`src/hdl/pidc_pkg.sv`:
```
package pidc_pkg;

    // item operation codes
    typedef enum logic [2:0] {
        FUNC_UPDATE_DIFF = 3'd0,
        FUNC_UPDATE_RATE = 3'd1,
        FUNC_RESET       = 3'd2,
        FUNC_CLEAR_INTEG = 3'd3,
        FUNC_LOAD_INTEG  = 3'd4
    } t_func;

    // configuration register indexes
    localparam logic [2:0] CFG_GAIN_P     = 3'd0;
    localparam logic [2:0] CFG_GAIN_I     = 3'd1;
    localparam logic [2:0] CFG_GAIN_D     = 3'd2;
    localparam logic [2:0] CFG_INTEG_LIM  = 3'd3;
    localparam logic [2:0] CFG_OUTPUT_LIM = 3'd4;

    localparam int GAIN_W  = 16;
    localparam int DATA_W  = 32;
    localparam int LIMIT_W = 31;
    localparam int INTEG_W = 40;
    localparam int DERIV_W = 33;

    // operands of one update, handed from the front to the back
    typedef struct packed {
        logic signed [DATA_W-1:0]  err;
        logic signed [INTEG_W-1:0] integ;
        logic signed [DERIV_W-1:0] deriv;
    } t_job;

endpackage

```
`src/hdl/pidc_queue.sv`:
```
module pidc_queue #(
    parameter int DEPTH = 4
) (
    input  logic            i_clk,
    input  logic            i_rst_n,
    input  logic            i_push,
    input  pidc_pkg::t_job  i_job,
    output logic            o_full,
    output logic            o_valid,
    input  logic            i_pop,
    output pidc_pkg::t_job  o_job
);

    localparam int PTR_W = (DEPTH > 1) ? $clog2(DEPTH) : 1;
    localparam int CNT_W = $clog2(DEPTH + 1);
    localparam logic [PTR_W-1:0] LAST = PTR_W'(DEPTH - 1);
    localparam logic [CNT_W-1:0] FULL = CNT_W'(DEPTH);

    pidc_pkg::t_job   r_mem [DEPTH];
    logic [PTR_W-1:0] r_wptr, n_wptr;
    logic [PTR_W-1:0] r_rptr, n_rptr;
    logic [CNT_W-1:0] r_count, n_count;
    logic             do_push, do_pop;

    assign do_push = i_push && (r_count != FULL);
    assign do_pop  = i_pop && (r_count != '0);

    always_comb begin
        n_wptr  = r_wptr;
        n_rptr  = r_rptr;
        n_count = r_count;
        if (do_push) begin
            n_wptr = (r_wptr == LAST) ? '0 : r_wptr + 1'b1;
        end
        if (do_pop) begin
            n_rptr = (r_rptr == LAST) ? '0 : r_rptr + 1'b1;
        end
        if (do_push && !do_pop) begin
            n_count = r_count + 1'b1;
        end else if (do_pop && !do_push) begin
            n_count = r_count - 1'b1;
        end
    end

    always_ff @(posedge i_clk) begin
        if (!i_rst_n) begin
            r_wptr  <= '0;
            r_rptr  <= '0;
            r_count <= '0;
        end else begin
            r_wptr  <= n_wptr;
            r_rptr  <= n_rptr;
            r_count <= n_count;
        end
    end

    always_ff @(posedge i_clk) begin
        if (do_push) begin
            r_mem[r_wptr] <= i_job;
        end
    end

    assign o_full  = (r_count == FULL);
    assign o_valid = (r_count != '0);
    assign o_job   = r_mem[r_rptr];

endmodule

```
`config.mk`:
```
export PLATFORM = sky130hd
export DESIGN_NAME = pidc_queue
export DESIGN_NICKNAME = d
export VERILOG_FILES = /design/src/hdl/pidc_pkg.sv /design/src/hdl/pidc_queue.sv
export SDC_FILE = /design/constraint.sdc
export NUM_CORES = 1
export LEC_CHECK = 0
export BUFFER_PORTS_ARGS = -buffer_cell sky130_fd_sc_hd__buf_2
export CORE_ASPECT_RATIO = 1.75
export CORE_UTILIZATION = 57
export DETAILED_ROUTE_END_ITERATION = 10
export PLACE_DENSITY = 0.79
export SLEW_MARGIN = 20
export SYNTH_ARGS = -nofsm -noshare
export SYNTH_HDL_FRONTEND = slang
export SYNTH_SLANG_ARGS = --single-unit
```
`constraint.sdc`:
```
create_clock -name i_clk -period 4.1 [get_ports i_clk]
set_input_delay 0.205 -clock i_clk [delete_from_list [all_inputs] [get_ports i_clk]]
set_output_delay 0.205 -clock i_clk [all_outputs]
set_load 0.01 [all_outputs]
```
=== After elaboration in Yosys (flattened, before gate mapping) ===
Memories as Yosys holds them, arrays and structs flattened. A register that Yosys moved wholly into a read port is not among the register bits.
Cells that the tools add are included.

* Logic and storage cells: 28
* Memory bits (writable): 420
* Bits in registers: 7
* Output and inout port bits: 107
* Input bits: 109
* Memories kept: 1

* Mux-type cells: 8
* Add/subtract/negate cells: 4
* Equal/unequal tests: 4
* Reductions and logical operators: 8

{| class="wikitable"
|+ Memories
! memory !! words !! width !! read ports !! clocked after memory_dff !! write ports !! RTL line !! source
|-
| r_mem || 4 || 105 || 1 || 1 || 1 || pidc_queue.sv:19 || <nowiki>pidc_pkg::t_job r_mem [DEPTH];</nowiki>
|}

{| class="wikitable"
|+ Operators by type and width
! operator !! count
|-
| $mux 2 || 4
|-
| $mux 3 || 2
|-
| $add 2x1->2 const B || 2
|-
| $eq 2x2->1 const B || 2
|-
| $logic_and 1x1->1 || 4
|-
| $add 3x1->3 const B || 1
|-
| $eq 3x3->1 const B || 1
|-
| $ne 3x3->1 const B || 1
|-
| $reduce_bool 3->1 || 1
|-
| $sub 3x1->3 const B || 1
|-
| $logic_not 1->1 || 2
|-
| $mux 1 || 2
|-
| $reduce_bool 2->1 || 1
|}

=== Logic depth before layout (Yosys ltp) ===
* Word-level depth: 6
* Gate-level depth with buffers: 9
* Depth with buffers taken out: 8

=== Worst setup path before layout ===
Ideal clock, no wire load.

* Kind: register to register
* Start: reg r_count[0]
* End: mem r_mem[1][0] in the netlist's numbering, enable pin
* Data required time: 3.624 ns
* Arrival time: 3.331 ns
* Period minus slack after synthesis: 3.807 ns
* Stages on the path, launching flop included: 5
* Slack: 0.293 ns
* Library setup time: 0.476 ns
* Cell sequence: dfxtp_1 nor3b_1 nor2b_1 clkbuf_1 and2_1

* Longest elaborated chain between the ends: 4

{| class="wikitable"
|+ RTL lines
! element !! RTL line !! source
|-
| start: declaration || pidc_queue.sv:22 || <nowiki>logic [CNT_W-1:0] r_count, n_count;</nowiki>
|-
| start signal: assignment || pidc_queue.sv:53 || <nowiki>r_count <= n_count;</nowiki>
|-
| $ne 3x3->1 || pidc_queue.sv:25 || <nowiki>assign do_push = i_push && (r_count != FULL);</nowiki>
|-
| $logic_and 1x1->1 || pidc_queue.sv:25 ||
|-
| named net do_push || pidc_queue.sv:23 || <nowiki>logic do_push, do_pop;</nowiki>
|-
| $mux 1 || pidc_queue.sv:58 || <nowiki>if (do_push) begin</nowiki>
|-
| $mux 1 (implied by the code) || pidc_queue.sv:59 || <nowiki>r_mem[r_wptr] <= i_job;</nowiki>
|-
| end: declaration || pidc_queue.sv:19 ||
|}

The timed path passes the listed nets, and every way through them passes these cells.

==> impl_metrics.json <==
{
  "p_leak_nw": 6.48,
  "relSlewSlack_pct": 32.3,
  "hold_viol_final": 0,
  "synth_top_area_cell": "edfxtp_1",
  "cts_buffers": 36,
  "cap_violations": 0,
  "final.setup.tns_ns": 0,
  "post_cts.repair.setup_buffers": 0,
  "fmax_ghz": 0.360,
  "finalSetupViolCount": 0,
  "initial_core_util_pct": 58.4,
  "cts_root_buf": "clkbuf_16",
  "rrSetupSlack_ns": 1.46,
  "min_period_ns": 2.78,
  "post-dp-hpwl_um": 18700,
  "area.growth.synth_to_final_pct": 22.9,
  "clkTransAtPathRegs_ns": 0.07,
  "rows": 79,
  "synth_fp_nets": 716,
  "yosys.area.top_type_share_pct": 80.7,
  "synth_cells": 600,
  "die-area_um2": 28100,
  "rsz0062_at_grt": "false",
  "criticalPathCategory": "reg2out",
  "overflow": 0,
  "status": "finished, final reports clean",
  "crit_fanout": 69,
  "yosys-top-cells-area": "edfxtp_1, mux4_2, dfxtp_1",
  "cts_buffer_depth": 3,
  "mostFrequentLayoutCells": "edfxtp_1, buf_2, mux4_2, dlygate4sd3_1, clkbuf_16",
  "ant_nets": 0,
  "htree_levels": 2,
  "p_per_area_nw_per_um2": 582,
  "via_per_inst": 5.63,
  "tightest_slew_ns": 1.01,
  "avgSynthCellArea_um2": 26.1,
  "firstDrtPassIters": 4,
  "cp.required_ns": 3.89,
  "vias": 7503,
  "drtIter0Drc": 548,
  "slew_violations": 0,
  "grt_max_degree": 70,
  "io-pin-count": 216,
  "avgRoutedWirePerCell_um": 23.3,
  "hold_path_class": "in2reg",
  "clk_latency_ns": 0.53,
  "dieWidth_um": 127,
  "fp.dieH_um": 221,
  "arrival_ns": 2.57,
  "vdd_drop_max_mv": 0.412,
  "cts_tree": "yes",
  "ys_seq_elements": 429,
  "cp-start-kind": "register",
  "wl_um": 31000,
  "crit_path_end_kind": "output pin",
  "portBuffers": 215,
  "hp-start": "i_rst_n",
  "seq_area_frac_synth_pct": 81.8,
  "track_usage_pct": 22.9,
  "gp_congestion": 0.731,
  "cts_sinks": 429,
  "synth_warnings": 0,
  "final_common_cell": "edfxtp_1",
  "synth_cell_types": 24,
  "syn_area_um2": 15600,
  "finClkSkew_ns": 0.0222,
  "grt_pass1_wl_um": 47200,
  "period_share_pct": 67.8,
  "core-area_um2": 26800,
  "antenna_found_initial": 2,
  "drive_above_1_share_pct": 39.6,
  "drc_errors": 0,
  "grt_pass1_vias": 8124,
  "reg2reg_from": "r_count[0]$_SDFFE_PN0P_",
  "utilization_pct": 71.8,
  "fin_nets": 1059
}
[critical path: stages, from the launching register on]
cell and delay (ns):
dfxtp_4 1.01, buf_4 0.45, mux4_2 0.40, buf_2 0.17
[path summary, 6_finish.rpt]
check	end	cells after the start
max	o_job[22]	3
min	r_count[0]$_SDFFE_PN0P_	2
max reg2reg	r_mem[0][0]$_DFFE_PP_	4
min reg2reg	r_wptr[1]$_SDFFE_PN0P_	2
[kinds of logic (layout without fill, tap and decap cells)]
kind of cell | Yosys count | after routing | share of synthesized area (%)
buffers and inverters | 29 | 395 | 1.30
XOR/XNOR | 2 | 2 | 0.112
AO/OA/AOI/OAI | 5 | 5 | 0.192
AND/OR/NAND/NOR | 20 | 20 | 0.664
multiplexers | 108 | 108 | 15.3
adder cells (fa/ha/maj) | 7 | 7 | 0.608
other | 0 | 2 | 0
flip-flops | 429 | 429 | 81.8
[synthesized netlist by cell type (all sizes together)]
| cell type | n |
|---|---|
| edfxtp | 420 |
| mux4 | 105 |
| buf | 19 |
| dfxtp | 9 |
| clkbuf | 7 |
| ha | 6 |
| nand2 | 6 |
| and2 | 5 |
| inv | 3 |
| mux2i | 3 |
| o21ai | 3 |
| nand3 | 2 |
| nor2 | 2 |
| nor2b | 2 |
| or3 | 2 |
| a21boi | 1 |
| fa | 1 |
| nor3b | 1 |
| o31ai | 1 |
| xnor2 | 1 |
| xor2 | 1 |
[routing by layer]
layer | track usage [%] | vias to the layer above | share of wire [%]
met5 | 0 | - | 0
met4 | 8.79 | 0 | 3.3
met3 | 3.97 | 62 | 4.5
met2 | 40.4 | 270 | 55
met1 | 28.1 | 3912 | 37
li1 | - | 3259 | -
[what timing repair did]
action                                  in CTS  in global routing
endpoints found under the setup margin       0                  0
endpoints found under the hold margin      420                  0
resized for setup                            0                  0
hold buffers                               105                  0
[per-stage QoR]
stage | setup WS, ns | total power, W | cells | area (µm²) | hold slack [ns]
after floorplan | 0.293 | 0.00723 | 600 | 15600 | 0.304
after global placement | 1.64 | 0.00803 | 1164 | 17100 | 0.417
after detailed placement | 1.50 | 0.00813 | 1164 | 17100 | 0.423
after CTS | 1.25 | 0.0113 | 1330 | 19200 | 0.0107
after global routing | 1.20 | 0.0116 | 1332 | 19200 | 0.0390
final | 1.32 | 0.0112 | 1332 | 19200 | 0.0352
[sequential cells by signal (all words and copies together), names as in the netlist, named ones only]
signal and cells:
r_rptr 2, r_mem 420, r_wptr 2, r_count 3
[area by class of cell]
class,instances,area [µm²]
flip-flops and latches,429,12800
fillers,1562,7570
multi-input cells,142,2650
repair buffers,331,2260
clock buffers,47,963
well taps,364,455
clock inverters,14,73.8
inverters,3,11.3
diodes,2,5.00
[power by group]
part / internal, W / switching [W] / leakage [nW] / total [W]
Clock: 0.00166 / 0.00144 / 0.508 / 0.00310
Combinational: 0.00123 / 0.00129 / 2.05 / 0.00252
Sequential: 0.00534 / 0.000223 / 3.92 / 0.00556
(Power assumes the default switching activity.)
