[config.mk]
export PLATFORM = sky130hd
export DESIGN_NAME = pidc_front
export DESIGN_NICKNAME = d
export VERILOG_FILES = /design/src/hdl/pidc_pkg.sv /design/src/hdl/pidc_front.sv
export SDC_FILE = /design/constraint.sdc
export NUM_CORES = 1
export LEC_CHECK = 0
export ABC_CLOCK_PERIOD_IN_PS = 6800
export BUFFER_PORTS_ARGS = -buffer_cell sky130_fd_sc_hd__buf_2
export CAP_MARGIN = 20
export CELL_PAD_IN_SITES_DETAIL_PLACEMENT = 0
export CELL_PAD_IN_SITES_GLOBAL_PLACEMENT = 1
export CORE_ASPECT_RATIO = 0.8
export CORE_MARGIN = 2
export CORE_UTILIZATION = 37
export DETAILED_ROUTE_END_ITERATION = 10
export GPL_ROUTABILITY_DRIVEN = 0
export GPL_TIMING_DRIVEN = 0
export PLACE_DENSITY_LB_ADDON = 0.1
export SLEW_MARGIN = 20
export SYNTH_ARGS = -nofsm -noshare
export SYNTH_HDL_FRONTEND = slang
export SYNTH_SLANG_ARGS = --single-unit
export TNS_END_PERCENT = 100
[constraint.sdc]
create_clock -name i_clk -period 6.8 [get_ports i_clk]
set_clock_uncertainty 0.2 [all_clocks]
set_input_delay 1.02 -clock i_clk [delete_from_list [all_inputs] [get_ports i_clk]]
set_output_delay 1.02 -clock i_clk [all_outputs]
set_load 0.005 [all_outputs]
[src/hdl/pidc_pkg.sv]
package pidc_pkg;

    // item operation codes
    typedef enum logic [2:0] {
        FUNC_UPDATE_DIFF = 3'd0,
        FUNC_UPDATE_RATE = 3'd1,
        FUNC_RESET       = 3'd2,
        FUNC_CLEAR_INTEG = 3'd3,
        FUNC_LOAD_INTEG  = 3'd4
    } t_func;

    // configuration register indexes
    localparam logic [2:0] CFG_GAIN_P     = 3'd0;
    localparam logic [2:0] CFG_GAIN_I     = 3'd1;
    localparam logic [2:0] CFG_GAIN_D     = 3'd2;
    localparam logic [2:0] CFG_INTEG_LIM  = 3'd3;
    localparam logic [2:0] CFG_OUTPUT_LIM = 3'd4;

    localparam int GAIN_W  = 16;
    localparam int DATA_W  = 32;
    localparam int LIMIT_W = 31;
    localparam int INTEG_W = 40;
    localparam int DERIV_W = 33;

    // operands of one update, handed from the front to the back
    typedef struct packed {
        logic signed [DATA_W-1:0]  err;
        logic signed [INTEG_W-1:0] integ;
        logic signed [DERIV_W-1:0] deriv;
    } t_job;

endpackage

[src/hdl/pidc_front.sv]
module pidc_front (
    input  logic                                 i_clk,
    input  logic                                 i_rst_n,
    input  logic                                 i_valid,
    output logic                                 o_ready,
    input  logic [2:0]                           i_func,
    input  logic signed [pidc_pkg::DATA_W-1:0]   i_error,
    input  logic signed [pidc_pkg::DATA_W-1:0]   i_rate,
    input  logic signed [pidc_pkg::DATA_W-1:0]   i_integral_value,
    input  logic [pidc_pkg::LIMIT_W-1:0]         i_integral_limit,
    input  logic                                 i_full,
    output logic                                 o_push,
    output pidc_pkg::t_job                       o_job
);

    logic signed [pidc_pkg::INTEG_W-1:0] r_integ, n_integ;
    logic signed [pidc_pkg::DATA_W-1:0]  r_last_err, n_last_err;

    logic                                accept;
    logic                                push;
    logic signed [pidc_pkg::INTEG_W:0]   integ_sum;
    logic signed [pidc_pkg::INTEG_W:0]   lim_pos;
    logic signed [pidc_pkg::INTEG_W:0]   lim_neg;
    logic signed [pidc_pkg::INTEG_W-1:0] integ_upd;
    logic signed [pidc_pkg::DERIV_W-1:0] deriv;

    assign o_ready = !i_full;
    assign accept  = i_valid && o_ready;

    // integrator accumulate with clamp, one guard bit for overflow
    assign integ_sum = {r_integ[pidc_pkg::INTEG_W-1], r_integ}
                     + {{(pidc_pkg::INTEG_W+1-pidc_pkg::DATA_W){i_error[pidc_pkg::DATA_W-1]}},
                        i_error};
    assign lim_pos = {{(pidc_pkg::INTEG_W+1-pidc_pkg::LIMIT_W){1'b0}}, i_integral_limit};
    assign lim_neg = -lim_pos;

    always_comb begin
        if (i_integral_limit != '0) begin
            if (integ_sum > lim_pos) begin
                integ_upd = lim_pos[pidc_pkg::INTEG_W-1:0];
            end else if (integ_sum < lim_neg) begin
                integ_upd = lim_neg[pidc_pkg::INTEG_W-1:0];
            end else begin
                integ_upd = integ_sum[pidc_pkg::INTEG_W-1:0];
            end
        end else begin
            // saturate at the 40-bit range
            if (integ_sum[pidc_pkg::INTEG_W] != integ_sum[pidc_pkg::INTEG_W-1]) begin
                integ_upd = {integ_sum[pidc_pkg::INTEG_W],
                             {(pidc_pkg::INTEG_W-1){~integ_sum[pidc_pkg::INTEG_W]}}};
            end else begin
                integ_upd = integ_sum[pidc_pkg::INTEG_W-1:0];
            end
        end
    end

    always_comb begin
        if (i_func == pidc_pkg::FUNC_UPDATE_DIFF) begin
            deriv = {i_error[pidc_pkg::DATA_W-1], i_error}
                  - {r_last_err[pidc_pkg::DATA_W-1], r_last_err};
        end else begin
            deriv = {i_rate[pidc_pkg::DATA_W-1], i_rate};
        end
    end

    always_comb begin
        n_integ    = r_integ;
        n_last_err = r_last_err;
        push       = 1'b0;
        if (accept) begin
            case (i_func)
                pidc_pkg::FUNC_UPDATE_DIFF,
                pidc_pkg::FUNC_UPDATE_RATE: begin
                    n_integ    = integ_upd;
                    n_last_err = i_error;
                    push       = 1'b1;
                end
                pidc_pkg::FUNC_RESET: begin
                    n_integ    = '0;
                    n_last_err = '0;
                end
                pidc_pkg::FUNC_CLEAR_INTEG: begin
                    n_integ = '0;
                end
                pidc_pkg::FUNC_LOAD_INTEG: begin
                    n_integ = {{(pidc_pkg::INTEG_W-pidc_pkg::DATA_W)
                                {i_integral_value[pidc_pkg::DATA_W-1]}}, i_integral_value};
                end
                default: begin
                    // unused codes leave state alone
                end
            endcase
        end
    end

    always_ff @(posedge i_clk) begin
        if (!i_rst_n) begin
            r_integ    <= '0;
            r_last_err <= '0;
        end else begin
            r_integ    <= n_integ;
            r_last_err <= n_last_err;
        end
    end

    assign o_push      = push;
    assign o_job.err   = i_error;
    assign o_job.integ = integ_upd;
    assign o_job.deriv = deriv;

endmodule

# == Yosys cells after proc, flatten, opt, wreduce, memory -nomap -nowiden ==
# Cells that the tools add are included.
# word_totals
regBits,72
elab_cells,32
output_inout_bits,107
# op_classes
eq_ne,5
magnitude_cmp,2
reduce_logical,10
n_mux,9
add_sub_neg,3
bitwise,1
# op_table
op,n
$mux W40,4
$pmux W40 S3,1
$pmux W32 S2,1
$add A40 B32 Y41,1
$gt A41 B32 Y1,1
$lt A41 B41 Y1,1
$neg A31 Y41,1
$mux W33,1
$sub A32 B32 Y33,1
$reduce_bool A31 Y1,1
$eq A3 B2 Y1 const B,2
$reduce_and A2 Y1,2
$reduce_or A2 Y1,2
$eq A3 B1 Y1 const B,1
$eq A3 B3 Y1 const B,1
$logic_not A3 Y1,1
$reduce_bool A3 Y1,1
$mux W1,2
$reduce_bool A2 Y1,1
$logic_and A1 B1 Y1,1
$logic_not A1 Y1,1
$ne A1 B1 Y1,1
$not A1 Y1,1

# == Longest topological paths before layout ==
# depth
word_depth,6
ltp_mapped,28
depth_no_buf,26

# == Worst setup path before layout ==
# Ideal clock, no wire load.
# synth_timing
path_kind,input -> output
start,in i_error[5] in the netlist's numbering
end,out o_job[63] in the netlist's numbering
cell_stages,22
t_arrival_ns,5.788
t_required_ns,5.580
setup_slack_ns,-0.208
path_cell_list,ha_1 > a21o_1 > or3_1 > o21ai_2 > a21oi_4 > a21boi_4 > o21ai_1 > a31o_2 > a211oi_2 > ha_1 > a2111oi_0 > o21ai_0 > nor4b_1 > a31oi_1 > nor2_1 > o31ai_1 > a31oi_1 > buf_2 > clkbuf_1 > mux2i_1 > a21oi_1 > a21o_1
# synth_rtl
element,line_no,rtl
"start, declared",pidc_front.sv:7,"input logic signed [pidc_pkg::DATA_W-1:0] i_error,"
"end, declared",pidc_front.sv:13,output pidc_pkg::t_job o_job

==> qor.csv <==
stage;metric;value;unit
run_status;failing checks;negative setup slack;
global_route;gr ovfl total;0;
sta;Post-Route Setup TNS;-17.24;ns
placement;Placement Cell Area;0.01276;mm²
critical_path;R2R Path End;r_integ[11]$_SDFFE_PN0P_;
synth;Netlist Area Pre-Place;0.01109;mm²
detailed_routing;Remaining DRCs;0;
detailed_routing;Routed WL per cell;21.40;µm
synth;Post-synth ARST share;0;%
critical_path;CP bufs+invs;7;
synth;Gate Count Post-Synth;1529;
die;core region area;0.02943;mm²
sta;Slew headroom;34.58;%
die;Die Y;158.8;µm
clock_network;clock slew at reported path FFs;0.06;ns
synth;synth unique cells;93;
critical_path;data required time of the critical path;5.58;ns
placement;DP HPWL;37070;µm
critical_path;CP delay by family, top;simple AND/OR/NAND/NOR gates;
sta;max-slew violations;0;
sta;post-layout minimum cycle time;7.313;ns
die;initial core utilization;37.67;%
sta;Final Cycle Share;107.5;%
sta;fmax;136.8;MHz
layout;ANT cells;0;
critical_path;CP Max Fanout;5;
power_and_ir_drop;overall power;2.761;mW
synth;post-synthesis sequential area ratio;13.00;%
power_and_ir_drop;Lkg Pwr;7.298;nW
min_path;Hold/Removal Path Class;flop to flop;
global_route;met2 GRT Util;46.29;%
die;Die ar.;0.03137;mm²
layout;Finished Core Util;54.53;%
placement;# port buffers;238;
global_route;first-pass GRT wire length;73490;µm
layout;fin nets;2201;
global_route;GRT Resource Usage Total;30.31;%
global_route;antenna violations before repair;0;
power_and_ir_drop;pwr dens;172.1;mW/mm²
global_route;GRT Max-Usage Layer;met2;
min_path;hold path endpoint;r_last_err[10]$_SDFFE_PN0P_;
global_route;vias in the first global route;13000;
clock_network;CTS HTree Levels;3;
critical_path;RR Startpoint;r_integ[0]$_SDFFE_PN0P_;
min_path;Min-Delay Startpoint;r_last_err[10]$_SDFFE_PN0P_;
min_path;worst hold path depth;2;
synth;Synth Flop Type;dfxtp_1;
detailed_routing;initial DRC count;1089;
global_route;met1 usage;41.48;%
sta;final worst setup slack;-0.5126;ns
detailed_routing;DR vias/cell;5.823;
synth;Commonest cells post-synth;168 x nand2_1, 144 x ha_1, 120 x nor2_1;
critical_path;Worst Reg-to-Reg Cells;28;
clock_network;Root Driver;clkbuf_16;
detailed_routing;Routed WL;49290;µm
sta;final setup vio count;40;
die;io pins;241;
placement;Worst Setup Slack post-DPL;-2.122;ns
placement;placed cell count;2144;
layout;layout cell share with drive strength beyond 1;36.66;%
critical_path;CP Class;primary input to output port;
sta;Final Hold Vio Count;0;
clock_network;Inserted Clock Buffers;9;
clock_network;Skew-Pair Late Insertion Delay;0.35;ns
synth;post-synth top area share;16.25;%
clock_network;CTS tree;built;
detailed_routing;Vias;13410;
clock_network;clock sinks;72;
run_status;status;complete, but fails checks;
synth;syn nets;1809;
layout;fin cells;2303;
critical_path;Crit. Startpoint;i_error[1];
synth;cell with the most instances after synthesis;nand2_1;
layout;multi-input logic area;0.01017;mm²
synth;Seq cells post-synth;72;
global_route;largest net degree at the start of global routing;13;
power_and_ir_drop;Peak VDD IR;0.1299;mV
flow_run;Max Cap Violations;0;
critical_path;Worst EP arrival;6.09;ns
sta;RSZ-0062 raised after global routing;true;
die;Die W;197.5;µm
synth;YS warnings;0;
sta;worst-margin pin slew;0.9814;ns
detailed_routing;final antenna-violating net count;0;
layout;fillers;2839;
layout;area grow syn2layout;44.73;%
layout;sequential cell area;0.001441;mm²
global_route;M3 GR Usage;6.160;%
die;row count;56;
critical_path;slowest stage delay, CP;0.62;ns
layout;Final Cell Area;0.01605;mm²
synth;Post-synth EDFFs;0;
critical_path;CP Capture Type;output port;
critical_path;Reg2Reg Setup Slack;0.46;ns
synth;cell taking the most area after synthesis;ha_1;
sta;hold_ws;0.2982;ns
clock_network;Clock Path Buffers;2;
detailed_routing;1st-pass router iterations;5;
critical_path;Startpoint Class;primary input;
critical_path;CP max-delay cell;or4_4;
synth;Mapped Avg Cell Area;7.251;µm²
synth;top post-synthesis cells by area;ha_1 16%, dfxtp_1 13%, nand2_1 5.7%;
-- final cells by class --
| cell class | count | area share (%) |
|---|---|---|
| Multi-Input combinational cell | 1246 | 63.39 |
| Timing Repair Buffer | 384 | 15.95 |
| Sequential cell | 72 | 8.982 |
| Buffer | 98 | 4.148 |
| Tap cell | 377 | 2.940 |
| Inverter | 110 | 2.604 |
| Clock buffer | 12 | 1.661 |
| Clock inverter | 4 | 0.3197 |
-- routing by layer --
layer	routed length (µm)	vias to the layer above
met1	22220	6421
met2	21390	528
li1	-	6358
met4	1963	0
met3	3722	103
met5	0	-
-- state kept, by name, indices dropped and copies added, names as in the netlist --
name,count
r_integ,40
r_last_err,32
-- logic make-up (layout without fill, tap and decap cells) --
family / count (synthesis) / in the layout / synth area share (%)
simple gates: 500 / 500 / 21.53
compound gates: 499 / 499 / 32.13
buf+inv: 211 / 608 / 8.532
fa+ha+maj: 146 / 146 / 16.61
xor+xnor: 84 / 84 / 6.636
flops: 72 / 72 / 13.00
mux: 17 / 17 / 1.557
-- tightest hold or removal path, cell delays in order (launching register included) --
cell	delay, ns
dfxtp_1	0.32
a22oi_1	0.06
nor2_1	0.08
-- report_power, final --
group          switching, mW  internal (mW)
logic                  0.978          0.813
registers             0.0153          0.440
clock network          0.199          0.314
-- cells in the final DEF (no fill, tap or decap), types with 27 or more instances in the layout --
cell      Yosys  final
a21o_1       52     52
a21oi_1      96     67
a22oi_1      35     33
buf_2        12    228
buf_4        33    153
buf_6         2     31
clkbuf_1     53     47
dfxtp_1      72     72
ha_1        144    119
inv_1       104     98
nand2_1     168    165
nand3_1      36     27
nand4_1      27     27
nor2_1      120    113
nor3_1       33     27
o21ai_0     100     74
xnor2_1      52     42
-- worst max path at each step --
| stage | to | slack [ns] | depth (start not counted) |
|---|---|---|---|
| 6_report | o_job[52] | -0.51 | 25 |
| 5_1_grt | o_job[54] | -0.59 | 23 |
| 4_1_cts | o_job[34] | -0.42 | 27 |
| 3_5_place_dp | o_job[52] | -2.12 | 24 |
| 3_3_place_gp | o_job[61] | -2.13 | 23 |
| 2_1_floorplan | o_job[40] | -0.006 | 25 |
-- timing repair --
item	in CTS	in global routing
gates resized for setup	290	94
hold endpoints to repair	0	0
setup buffers	115	34
hold buffers	0	0
setup endpoints to repair	80	41
pin swaps	93	88
gates cloned	6	0
No activity file was read; power rests on OpenSTA's default activity.
